### config.mk
export PLATFORM = sky130hd
export DESIGN_NAME = joystick_differential_drive_mixer
export DESIGN_NICKNAME = d
export VERILOG_FILES = /design/src/hdl/jddm_pkg.sv /design/src/hdl/jddm_front.sv /design/src/hdl/jddm_div.sv /design/src/hdl/jddm_back.sv /design/src/hdl/joystick_differential_drive_mixer.sv
export SDC_FILE = /design/constraint.sdc
export NUM_CORES = 1
export LEC_CHECK = 0
export BUFFER_PORTS_ARGS = -buffer_cell sky130_fd_sc_hd__buf_2
export CELL_PAD_IN_SITES_DETAIL_PLACEMENT = 1
export CELL_PAD_IN_SITES_GLOBAL_PLACEMENT = 1
export CORE_MARGIN = 5
export CORE_UTILIZATION = 25
export DETAILED_ROUTE_END_ITERATION = 12
export PLACE_DENSITY = 0.49
export SETUP_SLACK_MARGIN = 0.02
export SYNTH_ARGS = -nofsm -noshare
export SYNTH_HDL_FRONTEND = slang
export SYNTH_SLANG_ARGS = --single-unit
### constraint.sdc
create_clock -name clk_i -period 26 [get_ports clk_i]
set_clock_uncertainty 0.2 [all_clocks]
set_input_delay 5.2 -clock clk_i [delete_from_list [all_inputs] [get_ports clk_i]]
set_output_delay 5.2 -clock clk_i [all_outputs]
set_load 0.02 [all_outputs]
### src/hdl/jddm_pkg.sv
package jddm_pkg;

  localparam int unsigned SampleBits = 12;
  localparam int unsigned DutyBits   = 10;
  localparam int unsigned SpeedBits  = 11;
  localparam int unsigned CfgIdxBits = 3;
  localparam int unsigned CfgBits    = 12;
  localparam int unsigned QuotBits   = 11;
  localparam int unsigned DivCount   = 22;

  localparam logic [SampleBits-1:0] FullScale = {SampleBits{1'b1}};

  localparam logic [CfgIdxBits-1:0] RegCentreX   = 3'd0;
  localparam logic [CfgIdxBits-1:0] RegCentreY   = 3'd1;
  localparam logic [CfgIdxBits-1:0] RegDeadZone  = 3'd2;
  localparam logic [CfgIdxBits-1:0] RegPwmMax    = 3'd3;
  localparam logic [CfgIdxBits-1:0] RegTurnMin   = 3'd4;
  localparam logic [CfgIdxBits-1:0] RegMinMove   = 3'd5;
  localparam logic [CfgIdxBits-1:0] RegThreshold = 3'd6;

  localparam logic [2:0] DirCentre   = 3'd0;
  localparam logic [2:0] DirForward  = 3'd1;
  localparam logic [2:0] DirBackward = 3'd2;
  localparam logic [2:0] DirLeft     = 3'd3;
  localparam logic [2:0] DirRight    = 3'd4;

  // Classified request passed from the front to the back part.
  typedef struct packed {
    logic                   mode;
    logic signed [12:0]     dx;
    logic signed [12:0]     dy;
  } item_t;

endpackage

### src/hdl/jddm_front.sv
module jddm_front import jddm_pkg::*; (
  input  logic                  clk_i,
  input  logic                  rst_ni,
  input  logic [SampleBits-1:0] sample_x_i,
  input  logic [SampleBits-1:0] sample_y_i,
  input  logic                  mode_active_i,
  input  logic                  valid_i,
  output logic                  ready_o,
  input  logic [11:0]           centre_x_i,
  input  logic [11:0]           centre_y_i,
  input  logic [10:0]           deadband_i,
  output item_t                 item_o,
  output logic                  item_valid_o,
  input  logic                  item_ready_i
);

  item_t item_q, item_d;
  logic  full_q;
  logic signed [12:0] dx, dy, ax, ay;

  always_comb begin
    dx = $signed({1'b0, sample_x_i}) - $signed({1'b0, centre_x_i});
    dy = $signed({1'b0, sample_y_i}) - $signed({1'b0, centre_y_i});
    ax = dx[12] ? -dx : dx;
    ay = dy[12] ? -dy : dy;
    item_d.mode = mode_active_i;
    item_d.dx   = (ax < $signed({2'b0, deadband_i})) ? '0 : dx;
    item_d.dy   = (ay < $signed({2'b0, deadband_i})) ? '0 : dy;
  end

  assign ready_o      = !full_q || item_ready_i;
  assign item_o       = item_q;
  assign item_valid_o = full_q;

  always_ff @(posedge clk_i or negedge rst_ni) begin
    if (!rst_ni) begin
      full_q <= 1'b0;
    end else if (ready_o) begin
      full_q <= valid_i;
    end
  end

  always_ff @(posedge clk_i) begin
    if (valid_i && ready_o) begin
      item_q <= item_d;
    end
  end

endmodule

### src/hdl/jddm_div.sv
module jddm_div import jddm_pkg::*; (
  input  logic          clk_i,
  input  logic          rst_ni,
  input  logic          start_i,
  input  logic [21:0]   num_i,
  input  logic [11:0]   den_i,
  output logic          done_o,
  output logic [21:0]   quot_o
);

  // Restoring divider, one quotient bit per cycle.
  logic [21:0] quot_q;
  logic [12:0] rem_q;
  logic [4:0]  cnt_q;
  logic [11:0] den_q;
  logic        busy_q;
  logic [12:0] trial;
  logic [13:0] diff;

  always_comb begin
    trial = {rem_q[11:0], quot_q[21]};
    diff  = {1'b0, trial} - {2'b0, den_q};
  end

  assign quot_o = quot_q;

  always_ff @(posedge clk_i or negedge rst_ni) begin
    if (!rst_ni) begin
      busy_q <= 1'b0;
      done_o <= 1'b0;
      cnt_q  <= '0;
    end else begin
      done_o <= 1'b0;
      if (start_i) begin
        busy_q <= 1'b1;
        cnt_q  <= 5'(DivCount - 1);
      end else if (busy_q) begin
        if (cnt_q == '0) begin
          busy_q <= 1'b0;
          done_o <= 1'b1;
        end
        cnt_q <= cnt_q - 5'd1;
      end
    end
  end

  always_ff @(posedge clk_i) begin
    if (start_i) begin
      quot_q <= num_i;
      rem_q  <= '0;
      den_q  <= den_i;
    end else if (busy_q) begin
      if (!diff[13]) begin
        rem_q  <= diff[12:0];
        quot_q <= {quot_q[20:0], 1'b1};
      end else begin
        rem_q  <= trial;
        quot_q <= {quot_q[20:0], 1'b0};
      end
    end
  end

endmodule

### src/hdl/jddm_back.sv
module jddm_back import jddm_pkg::*; (
  input  logic                        clk_i,
  input  logic                        rst_ni,
  input  item_t                       item_i,
  input  logic                        item_valid_i,
  output logic                        item_ready_o,
  input  logic [11:0]                 centre_x_i,
  input  logic [11:0]                 centre_y_i,
  input  logic [9:0]                  pwm_max_i,
  input  logic [9:0]                  turn_min_i,
  input  logic [9:0]                  min_move_i,
  input  logic [10:0]                 threshold_i,
  output logic signed [SpeedBits-1:0] left_wheel_o,
  output logic signed [SpeedBits-1:0] right_wheel_o,
  output logic [2:0]                  direction_o,
  output logic                        updated_o,
  output logic [DutyBits-1:0]         left_fwd_duty_o,
  output logic [DutyBits-1:0]         left_rev_duty_o,
  output logic [DutyBits-1:0]         right_fwd_duty_o,
  output logic [DutyBits-1:0]         right_rev_duty_o,
  output logic                        valid_o,
  input  logic                        ready_i
);

  typedef enum logic [2:0] {
    StIdle, StDivX, StWaitX, StDivY, StWaitY, StMix, StOut
  } state_e;

  state_e state_q;
  item_t  it_q;
  logic signed [11:0] base_q, turn_q;
  logic [2:0]  last_dir_q;
  logic signed [11:0] last_l_q, last_r_q;
  logic signed [10:0] app_l_q, app_r_q;

  logic        div_start, div_done;
  logic [21:0] div_num, div_quot;
  logic [11:0] div_den;
  logic signed [12:0] dcur;
  logic [11:0] ccur, prange, nrange, rng, mag;
  logic        zero_div;
  logic signed [11:0] scaled;

  // Divider operand for the axis in hand.
  always_comb begin
    dcur   = (state_q == StDivX) ? it_q.dx : it_q.dy;
    ccur   = (state_q == StDivX) ? centre_x_i : centre_y_i;
    prange = FullScale - ccur;
    nrange = ccur;
    rng    = dcur[12] ? nrange : prange;
    mag    = dcur[12] ? 12'(-dcur) : dcur[11:0];
    div_num = {10'b0, mag} * {12'b0, pwm_max_i};
    div_den = rng;
    zero_div = (dcur == '0) || (rng == '0);
    div_start = (state_q == StDivX || state_q == StDivY) && !zero_div;
  end

  jddm_div u_div (
    .clk_i, .rst_ni, .start_i(div_start), .num_i(div_num), .den_i(div_den),
    .done_o(div_done), .quot_o(div_quot)
  );

  // Quotient limited to pwm_max then given the sign of the deflection.
  logic [9:0] qlim;
  logic       ysgn;
  always_comb begin
    qlim = (div_quot > {12'b0, pwm_max_i}) ? pwm_max_i : div_quot[9:0];
    ysgn = (state_q == StWaitX) ? it_q.dx[12] : it_q.dy[12];
    scaled = ysgn ? -$signed({2'b0, qlim}) : $signed({2'b0, qlim});
  end

  // Mixing and refresh decision.
  logic signed [12:0] sum, dif, pmx, l0, r0, l1, r1, dl, dr;
  logic signed [12:0] adx, ady;
  logic [2:0]  dir;
  logic        upd;
  always_comb begin
    pmx = $signed({3'b0, pwm_max_i});
    sum = base_q + turn_q;
    dif = base_q - turn_q;
    l0 = (sum > pmx) ? pmx : (sum < -pmx) ? -pmx : sum;
    r0 = (dif > pmx) ? pmx : (dif < -pmx) ? -pmx : dif;
    l1 = l0;
    r1 = r0;
    if (turn_q != '0 && !base_q[11]) begin
      if (l0 < 0) l1 = $signed({3'b0, turn_min_i});
      if (r0 < 0) r1 = $signed({3'b0, turn_min_i});
    end else if (turn_q != '0) begin
      if (l0 > 0) l1 = -$signed({3'b0, turn_min_i});
      if (r0 > 0) r1 = -$signed({3'b0, turn_min_i});
    end
    adx = it_q.dx[12] ? -it_q.dx : it_q.dx;
    ady = it_q.dy[12] ? -it_q.dy : it_q.dy;
    if (it_q.dx == '0 && it_q.dy == '0) dir = DirCentre;
    else if (ady >= adx) dir = it_q.dy[12] ? DirLeft : DirRight;
    else dir = it_q.dx[12] ? DirBackward : DirForward;
    dl = l1 - last_l_q;
    dr = r1 - last_r_q;
    if (dl[12]) dl = -dl;
    if (dr[12]) dr = -dr;
    upd = (dir != last_dir_q) || (dl > $signed({2'b0, threshold_i}))
          || (dr > $signed({2'b0, threshold_i}));
  end

  function automatic logic [DutyBits-1:0] fwd_duty(logic signed [10:0] s,
                                                    logic [9:0] mm);
    logic [9:0] m;
    m = s[10] ? 10'(-s) : s[9:0];
    if (m != '0 && m < mm) m = mm;
    return (s > 0) ? m : '0;
  endfunction

  function automatic logic [DutyBits-1:0] rev_duty(logic signed [10:0] s,
                                                    logic [9:0] mm);
    logic [9:0] m;
    m = s[10] ? 10'(-s) : s[9:0];
    if (m != '0 && m < mm) m = mm;
    return (s < 0) ? m : '0;
  endfunction

  assign item_ready_o = (state_q == StIdle);
  assign valid_o      = (state_q == StOut);

  always_ff @(posedge clk_i or negedge rst_ni) begin
    if (!rst_ni) begin
      state_q    <= StIdle;
      base_q     <= '0;
      turn_q     <= '0;
      last_dir_q <= DirCentre;
      last_l_q   <= '0;
      last_r_q   <= '0;
      app_l_q    <= '0;
      app_r_q    <= '0;
      updated_o  <= 1'b0;
      direction_o <= DirCentre;
    end else begin
      unique case (state_q)
        StIdle: if (item_valid_i) state_q <= StDivX;
        StDivX: begin
          if (zero_div) begin
            base_q  <= '0;
            state_q <= StDivY;
          end else state_q <= StWaitX;
        end
        StWaitX: if (div_done) begin
          base_q  <= scaled;
          state_q <= StDivY;
        end
        StDivY: begin
          if (zero_div) begin
            turn_q  <= '0;
            state_q <= StMix;
          end else state_q <= StWaitY;
        end
        StWaitY: if (div_done) begin
          turn_q  <= scaled;
          state_q <= StMix;
        end
        StMix: begin
          updated_o   <= it_q.mode && upd;
          direction_o <= it_q.mode ? dir : DirCentre;
          if (!it_q.mode) begin
            app_l_q <= '0;
            app_r_q <= '0;
          end else if (upd) begin
            last_dir_q <= dir;
            last_l_q   <= l1[11:0];
            last_r_q   <= r1[11:0];
            app_l_q <= (l1 > pmx) ? pmx[10:0] : (l1 < -pmx) ? 11'(-pmx) : l1[10:0];
            app_r_q <= (r1 > pmx) ? pmx[10:0] : (r1 < -pmx) ? 11'(-pmx) : r1[10:0];
          end
          state_q <= StOut;
        end
        StOut: if (ready_i) state_q <= StIdle;
        default: state_q <= StIdle;
      endcase
    end
  end

  always_ff @(posedge clk_i) begin
    if (state_q == StIdle && item_valid_i) it_q <= item_i;
  end

  assign left_wheel_o     = app_l_q;
  assign right_wheel_o    = app_r_q;
  assign left_fwd_duty_o  = fwd_duty(app_l_q, min_move_i);
  assign left_rev_duty_o  = rev_duty(app_l_q, min_move_i);
  assign right_fwd_duty_o = fwd_duty(app_r_q, min_move_i);
  assign right_rev_duty_o = rev_duty(app_r_q, min_move_i);

endmodule

### src/hdl/joystick_differential_drive_mixer.sv
// Axes with a non-zero deflection and range go through the shared divider in
// turn. The back part takes a new request only once the last result has been
// accepted; the front register can hold one more request meanwhile.
// Reset (rst_ni, asynchronous, active low) restores the register defaults and
// clears the applied speeds, the comparison state and all handshakes.
module joystick_differential_drive_mixer import jddm_pkg::*; (
  input  logic                        clk_i,
  input  logic                        rst_ni,
  input  logic                        cfg_we_i,
  input  logic [CfgIdxBits-1:0]       cfg_idx_i,
  input  logic [CfgBits-1:0]          cfg_data_i,
  input  logic                        valid_i,
  output logic                        ready_o,
  input  logic [SampleBits-1:0]       sample_x_i,
  input  logic [SampleBits-1:0]       sample_y_i,
  input  logic                        mode_active_i,
  output logic                        valid_o,
  input  logic                        ready_i,
  output logic signed [SpeedBits-1:0] left_wheel_o,
  output logic signed [SpeedBits-1:0] right_wheel_o,
  output logic [2:0]                  direction_o,
  output logic                        updated_o,
  output logic [DutyBits-1:0]         left_fwd_duty_o,
  output logic [DutyBits-1:0]         left_rev_duty_o,
  output logic [DutyBits-1:0]         right_fwd_duty_o,
  output logic [DutyBits-1:0]         right_rev_duty_o
);

  logic [11:0] centre_x_q, centre_y_q;
  logic [10:0] deadband_q, threshold_q;
  logic [9:0]  pwm_max_q, turn_min_q, min_move_q;

  always_ff @(posedge clk_i or negedge rst_ni) begin
    if (!rst_ni) begin
      centre_x_q  <= 12'd2048;
      centre_y_q  <= 12'd2048;
      deadband_q  <= 11'd200;
      pwm_max_q   <= 10'd1023;
      turn_min_q  <= 10'd200;
      min_move_q  <= 10'd150;
      threshold_q <= 11'd20;
    end else if (cfg_we_i) begin
      case (cfg_idx_i)
        RegCentreX:   centre_x_q  <= cfg_data_i;
        RegCentreY:   centre_y_q  <= cfg_data_i;
        RegDeadZone:  deadband_q  <= cfg_data_i[10:0];
        RegPwmMax:    pwm_max_q   <= cfg_data_i[9:0];
        RegTurnMin:   turn_min_q  <= cfg_data_i[9:0];
        RegMinMove:   min_move_q  <= cfg_data_i[9:0];
        RegThreshold: threshold_q <= cfg_data_i[10:0];
        default: ;
      endcase
    end
  end

  item_t item;
  logic  item_valid, item_ready;

  jddm_front u_front (
    .clk_i, .rst_ni, .sample_x_i, .sample_y_i, .mode_active_i, .valid_i, .ready_o,
    .centre_x_i(centre_x_q), .centre_y_i(centre_y_q), .deadband_i(deadband_q),
    .item_o(item), .item_valid_o(item_valid), .item_ready_i(item_ready)
  );

  jddm_back u_back (
    .clk_i, .rst_ni, .item_i(item), .item_valid_i(item_valid),
    .item_ready_o(item_ready),
    .centre_x_i(centre_x_q), .centre_y_i(centre_y_q), .pwm_max_i(pwm_max_q),
    .turn_min_i(turn_min_q), .min_move_i(min_move_q), .threshold_i(threshold_q),
    .left_wheel_o, .right_wheel_o, .direction_o, .updated_o,
    .left_fwd_duty_o, .left_rev_duty_o, .right_fwd_duty_o, .right_rev_duty_o,
    .valid_o, .ready_i
  );

endmodule

## Word level (Yosys, flattened, before mapping)

Index checks and enable logic that the tools add are counted.

| storage, ports and cells | value |
|---|---|
| register bits after elaboration | 264 |
| output and inout bits | 68 |
| word-level logic and storage cells | 206 |

| operators by class | value |
|---|---|
| add/sub/neg operators | 21 |
| multipliers | 1 |
| $lt $le $gt $ge | 24 |
| equality and inequality tests | 20 |
| mux-type cells | 69 |
| reduce and logical (&&, ||, !) cells | 41 |

Operators by type and width:

| operator | count |
|---|---|
| 2-to-1 mux 13 bit | 19 |
| 2-to-1 mux 10 bit | 9 |
| 2-to-1 mux 11 bit | 8 |
| 2-to-1 mux 12 bit | 7 |
| negator 13 bit | 6 |
| greater-than comparator 13 x 11 -> 1 bit | 4 |
| less-than comparator 13 bit | 4 |
| case mux 12 bit (2 select lines) | 2 |
| 2-to-1 mux 22 bit | 2 |
| zero test 13 bit | 3 |
| subtractor 12 x 12 -> 13 bit | 3 |
| greater-than comparator 13 x 1 -> 1 bit (second input constant) | 2 |
| greater-than comparator 13 x 12 -> 1 bit | 2 |
| less-than comparator 13 x 1 -> 1 bit (second input constant) | 2 |
| less-than comparator 13 x 12 -> 1 bit | 2 |
| negator 10 -> 13 bit | 2 |
| subtractor 13 x 12 -> 13 bit | 2 |
| 2-to-1 mux 3 bit | 8 |
| greater-than comparator 11 x 1 -> 1 bit (second input constant) | 2 |
| greater-than comparator 22 x 10 -> 1 bit | 1 |
| less-than comparator 11 x 1 -> 1 bit (second input constant) | 2 |
| multiplier 12 x 10 -> 22 bit | 1 |
| case mux 3 bit (7 select lines) | 1 |
| less-than comparator 10 bit | 2 |
| 29 further kinds | 80 |

## Longest topological paths before layout

Gate-level depths: netlist of run 1.

| depth | value |
|---|---|
| word-level depth | 16 |
| mapped depth | 56 |
| mapped depth without buffers | 51 |

## Modules after synthesis

Synthesis of run 1 repeated with hierarchy kept, for this count alone.

| unflattened totals | value |
|---|---|
| cells, all modules | 3107 |
| area, all modules | 28065.7 µm² |

Modules (own cells, without submodules):

| module | times used | cells an instance | area an instance (µm²) |
|---|---|---|---|
| jddm_back | 1 | 2301 | 18810.5 |
| jddm_front | 1 | 394 | 3478.3 |
| joystick_differential_drive_mixer | 1 | 166 | 3010.4 |
| jddm_div | 1 | 246 | 2766.4 |

## Least setup slack after synthesis of run 1

OpenSTA, ideal clock, no wires.

| timing | value |
|---|---|
| path kind | input port to flip-flop |
| start | in sample_x_i[0] |
| end | reg u_front.item_q, in the netlist u_front.item_o[19] (data pin) |
| setup time | 0.267 ns |
| arrival time | 10.326 ns |
| slack | 15.207 ns |
| stages | 32 |
| cell sequence | inv_1 -> ha_1 -> inv_1 -> fa_1 -> a21o_1 -> a21oi_1 -> o21ai_0 -> a21oi_1 -> o21ai_0 -> a21oi_1 -> o21bai_1 -> a21oi_1 -> o21bai_1 -> a21o_1 -> clkbuf_1 -> mux2_2 -> ha_1 -> a21boi_0 -> o21a_1 -> o21a_1 -> o21a_1 -> o21a_1 -> o21a_1 -> o21a_1 -> o21a_1 -> o21a_1 -> o21ai_0 -> nand2b_1 -> nor2b_1 -> mux2_2 -> clkbuf_1 -> nor2b_1 |

| on the way | value |
|---|---|
| word-level cells in the longest chain between the ends | 4 |

RTL lines:

| item | RTL line | text |
|---|---|---|
| from (decl) | joystick_differential_drive_mixer.sv:14 | `input logic [SampleBits-1:0] sample_x_i,` |
| subtractor 12 x 12 -> 13 bit * | jddm_front.sv:22 | `dx = $signed({1'b0, sample_x_i}) - $signed({1'b0, centre_x_i});` |
| negator 13 bit | jddm_front.sv:24 | `ax = dx[12] ? -dx : dx;` |
| 2-to-1 mux 13 bit | jddm_front.sv:24 |  |
| less-than comparator 13 x 12 -> 1 bit | jddm_front.sv:27 | `item_d.dx = (ax < $signed({2'b0, deadband_i})) ? '0 : dx;` |
| to (signal assigned) | jddm_front.sv:45 | `item_q <= item_d;` |
| to (decl) | jddm_front.sv:17 | `item_t item_q, item_d;` |

Mark *: on every way between the ends. The rest lies on a longest branch, timed or not.
A chain may end at the register's enable or synchronous reset.

## Worst setup path in the final report of run 1

| timing | value |
|---|---|
| start | reg pwm_max_q[1] |
| end | reg u_back.app_r_q[7], in the netlist u_back.right_wheel_o[7] |

| on the way | value |
|---|---|
| word-level cells in the longest chain between the ends | 16 |
| elaborated cells on any way between the ends | 39 |
| those cells by class | add/sub: 5; order compare: 12; eq/ne: 1; mux: 18; reduce/logical: 3 |

RTL lines:

| item | RTL line | text |
|---|---|---|
| from (decl) | joystick_differential_drive_mixer.sv:31 | `logic [9:0] pwm_max_q, turn_min_q, min_move_q;` |
| from (signal assigned) | joystick_differential_drive_mixer.sv:47 | `RegPwmMax: pwm_max_q <= cfg_data_i[9:0];` |
| negator 10 -> 13 bit | jddm_back.sv:81, jddm_back.sv:82, jddm_back.sv:170 |  |
| less-than comparator 13 bit | jddm_back.sv:81 | `l0 = (sum > pmx) ? pmx : (sum < -pmx) ? -pmx : sum;` |
| 2-to-1 mux 13 bit (2 in series) | jddm_back.sv:81 |  |
| greater-than comparator 13 x 1 -> 1 bit | jddm_back.sv:89 | `if (l0 > 0) l1 = -$signed({3'b0, turn_min_i});` |
| 2-to-1 mux 13 bit | jddm_back.sv:89 |  |
| 2-to-1 mux 13 bit | jddm_back.sv:88 | `end else if (turn_q != '0) begin` |
| 2-to-1 mux 13 bit | jddm_back.sv:85 | `if (turn_q != '0 && !base_q[11]) begin` |
| subtractor 13 x 12 -> 13 bit | jddm_back.sv:97 | `dl = l1 - last_l_q;` |
| negator 13 bit | jddm_back.sv:99 | `if (dl[12]) dl = -dl;` |
| 2-to-1 mux 13 bit | jddm_back.sv:99 |  |
| greater-than comparator 13 x 12 -> 1 bit | jddm_back.sv:101 | `upd = (dir != last_dir_q) \|\| (dl > $signed({2'b0, threshold_i}))` |
| logical OR 1 bit | jddm_back.sv:101 |  |
| logical OR 1 bit | jddm_back.sv:102 | `\|\| (dr > $signed({2'b0, threshold_i}));` |
| inequality test 2 bit (no line) | -- |  |
| AND reduction 2 bit (no line) | -- |  |
| to (signal assigned) | jddm_back.sv:170 | `app_r_q <= (r1 > pmx) ? pmx[10:0] : (r1 < -pmx) ? 11'(-pmx) : r1[10:0];` |
| to (decl) | jddm_back.sv:34 | `logic signed [10:0] app_l_q, app_r_q;` |

Several ways; a longest one is shown, not always the timed one. The select of a mux whose other input is x is not followed.

==> impl_metrics.toml, run 1 <==
[setup_path]
cp.arrival_ns = 14.18
crit_fanout = 32
worst_path_max_delay_cell = "o211ai_1"
worstSetupStartpointType = "flip-flop"
slowest_delay_ns = 0.84
cpMostUsedCell = "o21a_1"
critPathKind = "flip-flop to flip-flop"
cp.required_ns = 26.33
end_kind = "flip-flop"

[routing]
route.detailed.drc = 0
wl_mm = 106
drt_iter0_markers = 1428
first_pass_iters = 5
drt-vias-per-instance = 5.02
detail_route.wl_per_cell_um = 22.7
vias = 23500
ant_nets = 0

[floorplanning]
die_area_sq_um = 116000
io-pin-count = 113
die_x_um = 341
die_y_um = 341
core_sq_um = 109000
start_util_pct = 25.2
rows = 121

[clock_network]
clk_pin_slew_ns = 0.06
postCtsHoldBufs = 0
numCtsBuffers = 39
clkSinkCount = 264
clk_root_buffer_cell = "clkbuf_16"
cts_setup_buffers = 0
cts_resized = 0
cts_tree = "done"
htreeDepth = 2
cts_buffer_depth = 3
clk_latency_ns = 0.60

[worst_hold_path]
holdCritPathClass = "flip-flop to flip-flop"

[synth]
ys_async_sr_fraction_pct = 62.1
ys_ff_latch = 264
synth.top_cell.area_share_pct = 15.0
yosysMostFrequentCell = "ha_1"
synth_edf_count = 88
syn_area_per_cell_sq_um = 8.73
syn_nets = 3595
yosysWarningCount = 0
synth_area_sq_um = 27400
ys.flop_type = "dfrtp_1"
synth_top_cells_by_count = "ha_1, inv_1, nand2_1"
synth_seq_area_share_pct = 25.6
synth_area_leaders = "ha_1, dfrtp_1, edfxtp_1, fa_1, xnor2_1"
ys_types = 103
synth_cells = 3137
synth_top_area_cell = "ha_1"

[placed_design]
post-place-ws_ns = 12.28
io_buffer_count = 112
dp_cells = 4614
gp_congestion = 0.861
hpwl_mm = 83.3

[outcome]
outcome = "finished, final reports clean"

[power]
ir_drop_mv = 0.0482
clockPowerShare_pct = 26.2
p_int_mw = 1.35
pwr-share-seq_pct = 22.5
p_per_area_nw_per_um2 = 73.8
power.switching_mw = 0.958
comb_power_share_pct = 51.3
p_sw_share_pct = 41.6
p_leak_nw = 14.2

[sta]
fmax_mhz = 72.2
final_max_slew_viol_count = 0
relSlewSlack_pct = 16.5
fin_crit_sh_pct = 53.2
min_period_ns = 13.84
rsz0062_at_grt = "no"
worst_slew_pin_slew_ns = 1.24
setup_viol = 0
hold_viol_final = 0
worst_slack_ns = 12.16
finalSetupTns_ns = 0

[run]
maxCapViolations = 0

[finish]
area_growth_pct = 14.0
num-fill-cells = 12700
final_cells = 4687
nNetsFinal = 3699
final_layout_size_suffix_gt1_share_pct = 12.2

[global_route]
grt_use_total_pct = 17.9
antenna_found_initial = 6
grt_first_pass_wirelength_mm = 159
first_global_vias = 24200
grt_overflow = 0
grt_max_degree = 65
worst max-delay path: cells and delay by family, from the launching register on:
family                     cells  cell delay [ns]
xor gates and xnor gates       1             0.28
DFF                            1             0.49
AOI/OAI and AO/OA             28             7.65
and+or+nand+nor               11             2.27
buffers and inverters          5             1.10
adders and majority gates      5             1.72
routing by layer:
metal	GRT usage, %	up-vias	share of wire (%)
li1	-	11300	-
met2	28.2	449	44
met1	25.8	11700	49
met4	3.61	0	2.0
met3	2.81	103	4.8
met5	0	-	0
logic make-up after synthesis:
group                      Yosys count  share of synthesized area [%]
AOI/OAI and AO/OA                  744                           18.0
muxes                              157                           6.32
adders and majority gates          413                           21.2
DFF                                264                           25.6
xor gates and xnor gates           187                           6.03
and+or+nand+nor                    949                           16.8
buffers and inverters              423                           6.04
placed cells by master, fill, tap and decap left out, drive strengths merged, types with 85 or more instances in the layout:
cell type	count
nand2	300
inv	305
xnor2	137
a21oi	150
buf	174
o21ai	203
nor2	223
ha	328
dfrtp	140
edfxtp	88
fa	85
cell type report:
type / instances / area (sq um) / share of cell area, %
flip-flops and latches: 264 / 7020 / 22.5
clock inverters: 25 / 403 / 1.29
clock buffers: 47 / 1040 / 3.32
inverters: 311 / 1170 / 3.75
well taps: 1414 / 1770 / 5.67
repair buffers: 175 / 1040 / 3.34
multi-input cells: 2450 / 18800 / 60.2
diodes: 1 / 2.50 / 0.00801
state kept, by name, indices dropped and copies added, names as in the netlist, 12 cells and up:
signal	cells
centre_x_q	12
centre_y_q	12
u_back.base_q	12
u_back.it_q	27
u_back.last_l_q	12
u_back.last_r_q	12
u_back.turn_q	12
u_back.u_div.den_q	12
u_back.u_div.quot_o	22
u_back.u_div.rem_q	12
u_front.item_o	27
power by group through the flow:
stage | combinational [mW] | sequential, mW | clock [mW]
floorplan | 0.885 | 0.491 | 0
global placement | 1.19 | 0.525 | 0
detailed placement | 1.19 | 0.526 | 0
CTS | 1.21 | 0.519 | 0.624
global route | 1.36 | 0.522 | 0.640
finish | 1.18 | 0.518 | 0.604
through the flow:
step                      hold WS, ns  cell area [sq um]  util, %  power, mW
after global placement          0.202              29800     27.4       1.71
after detailed placement        0.208              29800     27.4       1.72
after global routing            0.226              31200     28.7       2.52
after CTS                       0.208              31200     28.7       2.35
final                           0.202              31200     28.7       2.30
after floorplan                 0.200              27400        -       1.38
final timing paths:
path / startpoint / end / slack, ns / cells after the start
setup / recovery: pwm_max_q[1] / u_back.right_wheel_o[7] / 12.16 / 50
hold / removal: u_front.item_o[18] / u_back.it_q[18] / 0.20 / 0
setup reg to reg: pwm_max_q[1] / u_back.right_wheel_o[7] / 12.16 / 50
hold reg to reg: u_front.item_o[18] / u_back.it_q[18] / 0.20 / 0
max in group asynchronous: rst_ni / u_back.u_div.cnt_q[1] / 19.89 / 2
min in group asynchronous: rst_ni / u_back.base_q[7] / 4.37 / 1
Note: power is estimated with default switching activity, not from simulation.
==> run 2, diff against run 1 <==
PLACE_DENSITY = 0.51   (was 0.49)
clock period = 11.75 ns   (was 26 ns; I/O delays follow)
==> run 2 against run 1 <==
First-iteration DRC count decreased by 21%. Final area rose by 1.6%. Worst hold slack gained 0.017 ns. Sequential share of layout area fell by 0.34 points. Clock power grew 95%. Core utilization is 0.44 points higher. Total power grew 120%. Critical path type unchanged.
==> impl_metrics.toml, run 2 (same netlist as run 1, synthesis figures left out) <==
[global_route]
grt_max_degree = 65
grt_overflow = 0
first_global_vias = 24400
grt_first_pass_wirelength_mm = 157
antenna_found_initial = 2
grt_use_total_pct = 17.3

[finish]
fin_area_sq_um = 31700
final_layout_size_suffix_gt1_share_pct = 14.5
final_cell_mix = "ha_1, inv_1, nand2_1, nor2_1, o21ai_0"
final_cells = 4745
register_area_sq_um = 7020
final_common_cell = "ha_1"
multi_input_comb_area_sq_um = 18900
nNetsFinal = 3760
area_growth_pct = 15.8
num-fill-cells = 12700

[power]
comb_power_share_pct = 53.8
p_per_area_nw_per_um2 = 157
p_sw_share_pct = 42.5
clockPowerShare_pct = 23.6
p_leak_nw = 14.4
pwr-share-seq_pct = 22.6
p_int_mw = 2.87
ir_drop_mv = 0.116
power.switching_mw = 2.12

[routing]
detail_route.wl_per_cell_um = 21.8
first_pass_iters = 5
vias = 23600
ant_nets = 0
drt_iter0_markers = 1122
drt-vias-per-instance = 4.97
wl_mm = 103
route.detailed.drc = 0

[sta]
fin_crit_sh_pct = 95.2
hold_viol_final = 0
worst_slew_pin_slew_ns = 1.15
setup_viol = 0
min_period_ns = 11.18
relSlewSlack_pct = 22.8
final_max_slew_viol_count = 0
finalSetupTns_ns = 0
timing.hold.ws_ns = 0.219
fmax_mhz = 89.4

[floorplanning]
io-pin-count = 113
core_sq_um = 109000
rows = 121
die_x_um = 341
start_util_pct = 25.2
die_area_sq_um = 116000
die_y_um = 341

[clock_network]
htreeDepth = 2
cts_buffer_depth = 3
clk_latency_ns = 0.58
cts_tree = "done"
clkSinkCount = 264
clk_root_buffer_cell = "clkbuf_16"
numCtsBuffers = 37
clk_pin_slew_ns = 0.06

[placed_design]
dp_cells = 4663
hpwl_mm = 81.5
gp_congestion = 0.879
io_buffer_count = 112
place_area_sq_um = 30200

[setup_path]
crit_fanout = 37
reg2reg_setup_slack_ns = 0.57
cpMostUsedCell = "o21a_1"
r2r_start = "u_back.turn_q[0]"
worstSetupStartpointType = "flip-flop"
cp.required_ns = 12.01
critPathKind = "flip-flop to flip-flop"
worst_path_max_delay_cell = "fa_1"
cp.arrival_ns = 11.44
rr_worst_depth = 51
startpoint = "u_back.turn_q[0]"
r2r-end = "u_back.last_r_q[2]"
slowest_delay_ns = 0.42
endpoint = "u_back.last_r_q[2]"
end_kind = "flip-flop"

[run]
maxCapViolations = 0

[worst_hold_path]
holdCritPathClass = "flip-flop to flip-flop"

[outcome]
outcome = "finished, final reports clean"
-- run 2: changes by cell type in the layout (fill, tap and decap cells not counted), sizes merged --
cell / previous run / this run
buf: 174 / 237
bufinv: 9 / 3
clkbuf: 48 / 50
clkinv: 19 / 16
clkinvlp: 3 / 4
inv: 305 / 306
-- run 2: per-stage QoR --
step / util (%) / power, mW / worst slack, ns
2_1_floorplan: - / 3.04 / 1.22
3_3_place_gp: 27.7 / 3.83 / -0.177
3_5_place_dp: 27.7 / 3.83 / -0.213
4_1_cts: 28.9 / 5.07 / 0.0364
5_1_grt: 29.1 / 5.48 / -0.114
6_report: 29.1 / 4.99 / 0.567
-- run 2: worst min-delay path by stage --
stage,slack (ns),end,start,depth (start not counted)
after floorplan,0.20,u_back.it_q[0],u_front.item_o[0],0
after global placement,0.20,u_back.it_q[15],u_front.item_o[15],0
after detailed placement,0.21,u_back.it_q[13],u_front.item_o[13],0
after CTS,0.22,u_back.it_q[12],u_front.item_o[12],0
after global routing,0.23,u_back.it_q[18],u_front.item_o[18],0
final,0.22,u_back.it_q[3],u_front.item_o[3],0
-- run 2: worst max-delay path: cells and delay by family, from the launching register on --
family          cells  cell delay (ns)
compound gates     26             4.85
xor+xnor            1             0.30
fa+ha+maj           6             1.86
buf+inv             3             0.48
flops               1             0.40
mux                 2             0.59
simple gates       13             2.30
-- run 2: power by group through the flow --
stage | clock [mW] | combinational [mW] | sequential, mW
final | 1.18 | 2.69 | 1.13
after global routing | 1.25 | 3.09 | 1.14
after CTS | 1.22 | 2.72 | 1.13
after detailed placement | 0 | 2.69 | 1.14
after global placement | 0 | 2.69 | 1.14
after floorplan | 0 | 1.96 | 1.09
-- run 2: area by class of cell --
| cell class | count | share of cell area [%] |
|---|---|---|
| multi-input combinational | 2450 | 59.7 |
| sequential | 264 | 22.1 |
| tap | 1414 | 5.58 |
| timing repair buffer | 238 | 4.86 |
| inverter | 311 | 3.69 |
| clock buffer | 49 | 3.25 |
| clock inverter | 18 | 0.762 |
| antenna | 1 | 0.00789 |
-- run 2: per-layer routing --
layer	global-route usage, %	vias to the layer above	share of wire [%]
li1	-	11400	-
met1	24.8	11700	49
met2	28.6	391	46
met3	1.74	87	3.3
met4	3.21	0	1.7
met5	0	-	0
-- run 2: timing repair --
item / in CTS / in global routing
pin swaps: 0 / 15
setup endpoints to repair: 50 / 50
hold endpoints to repair: 0 / 0
buffers inserted: 0 / 14
hold buffers: 0 / 0
resized for setup: 5 / 35
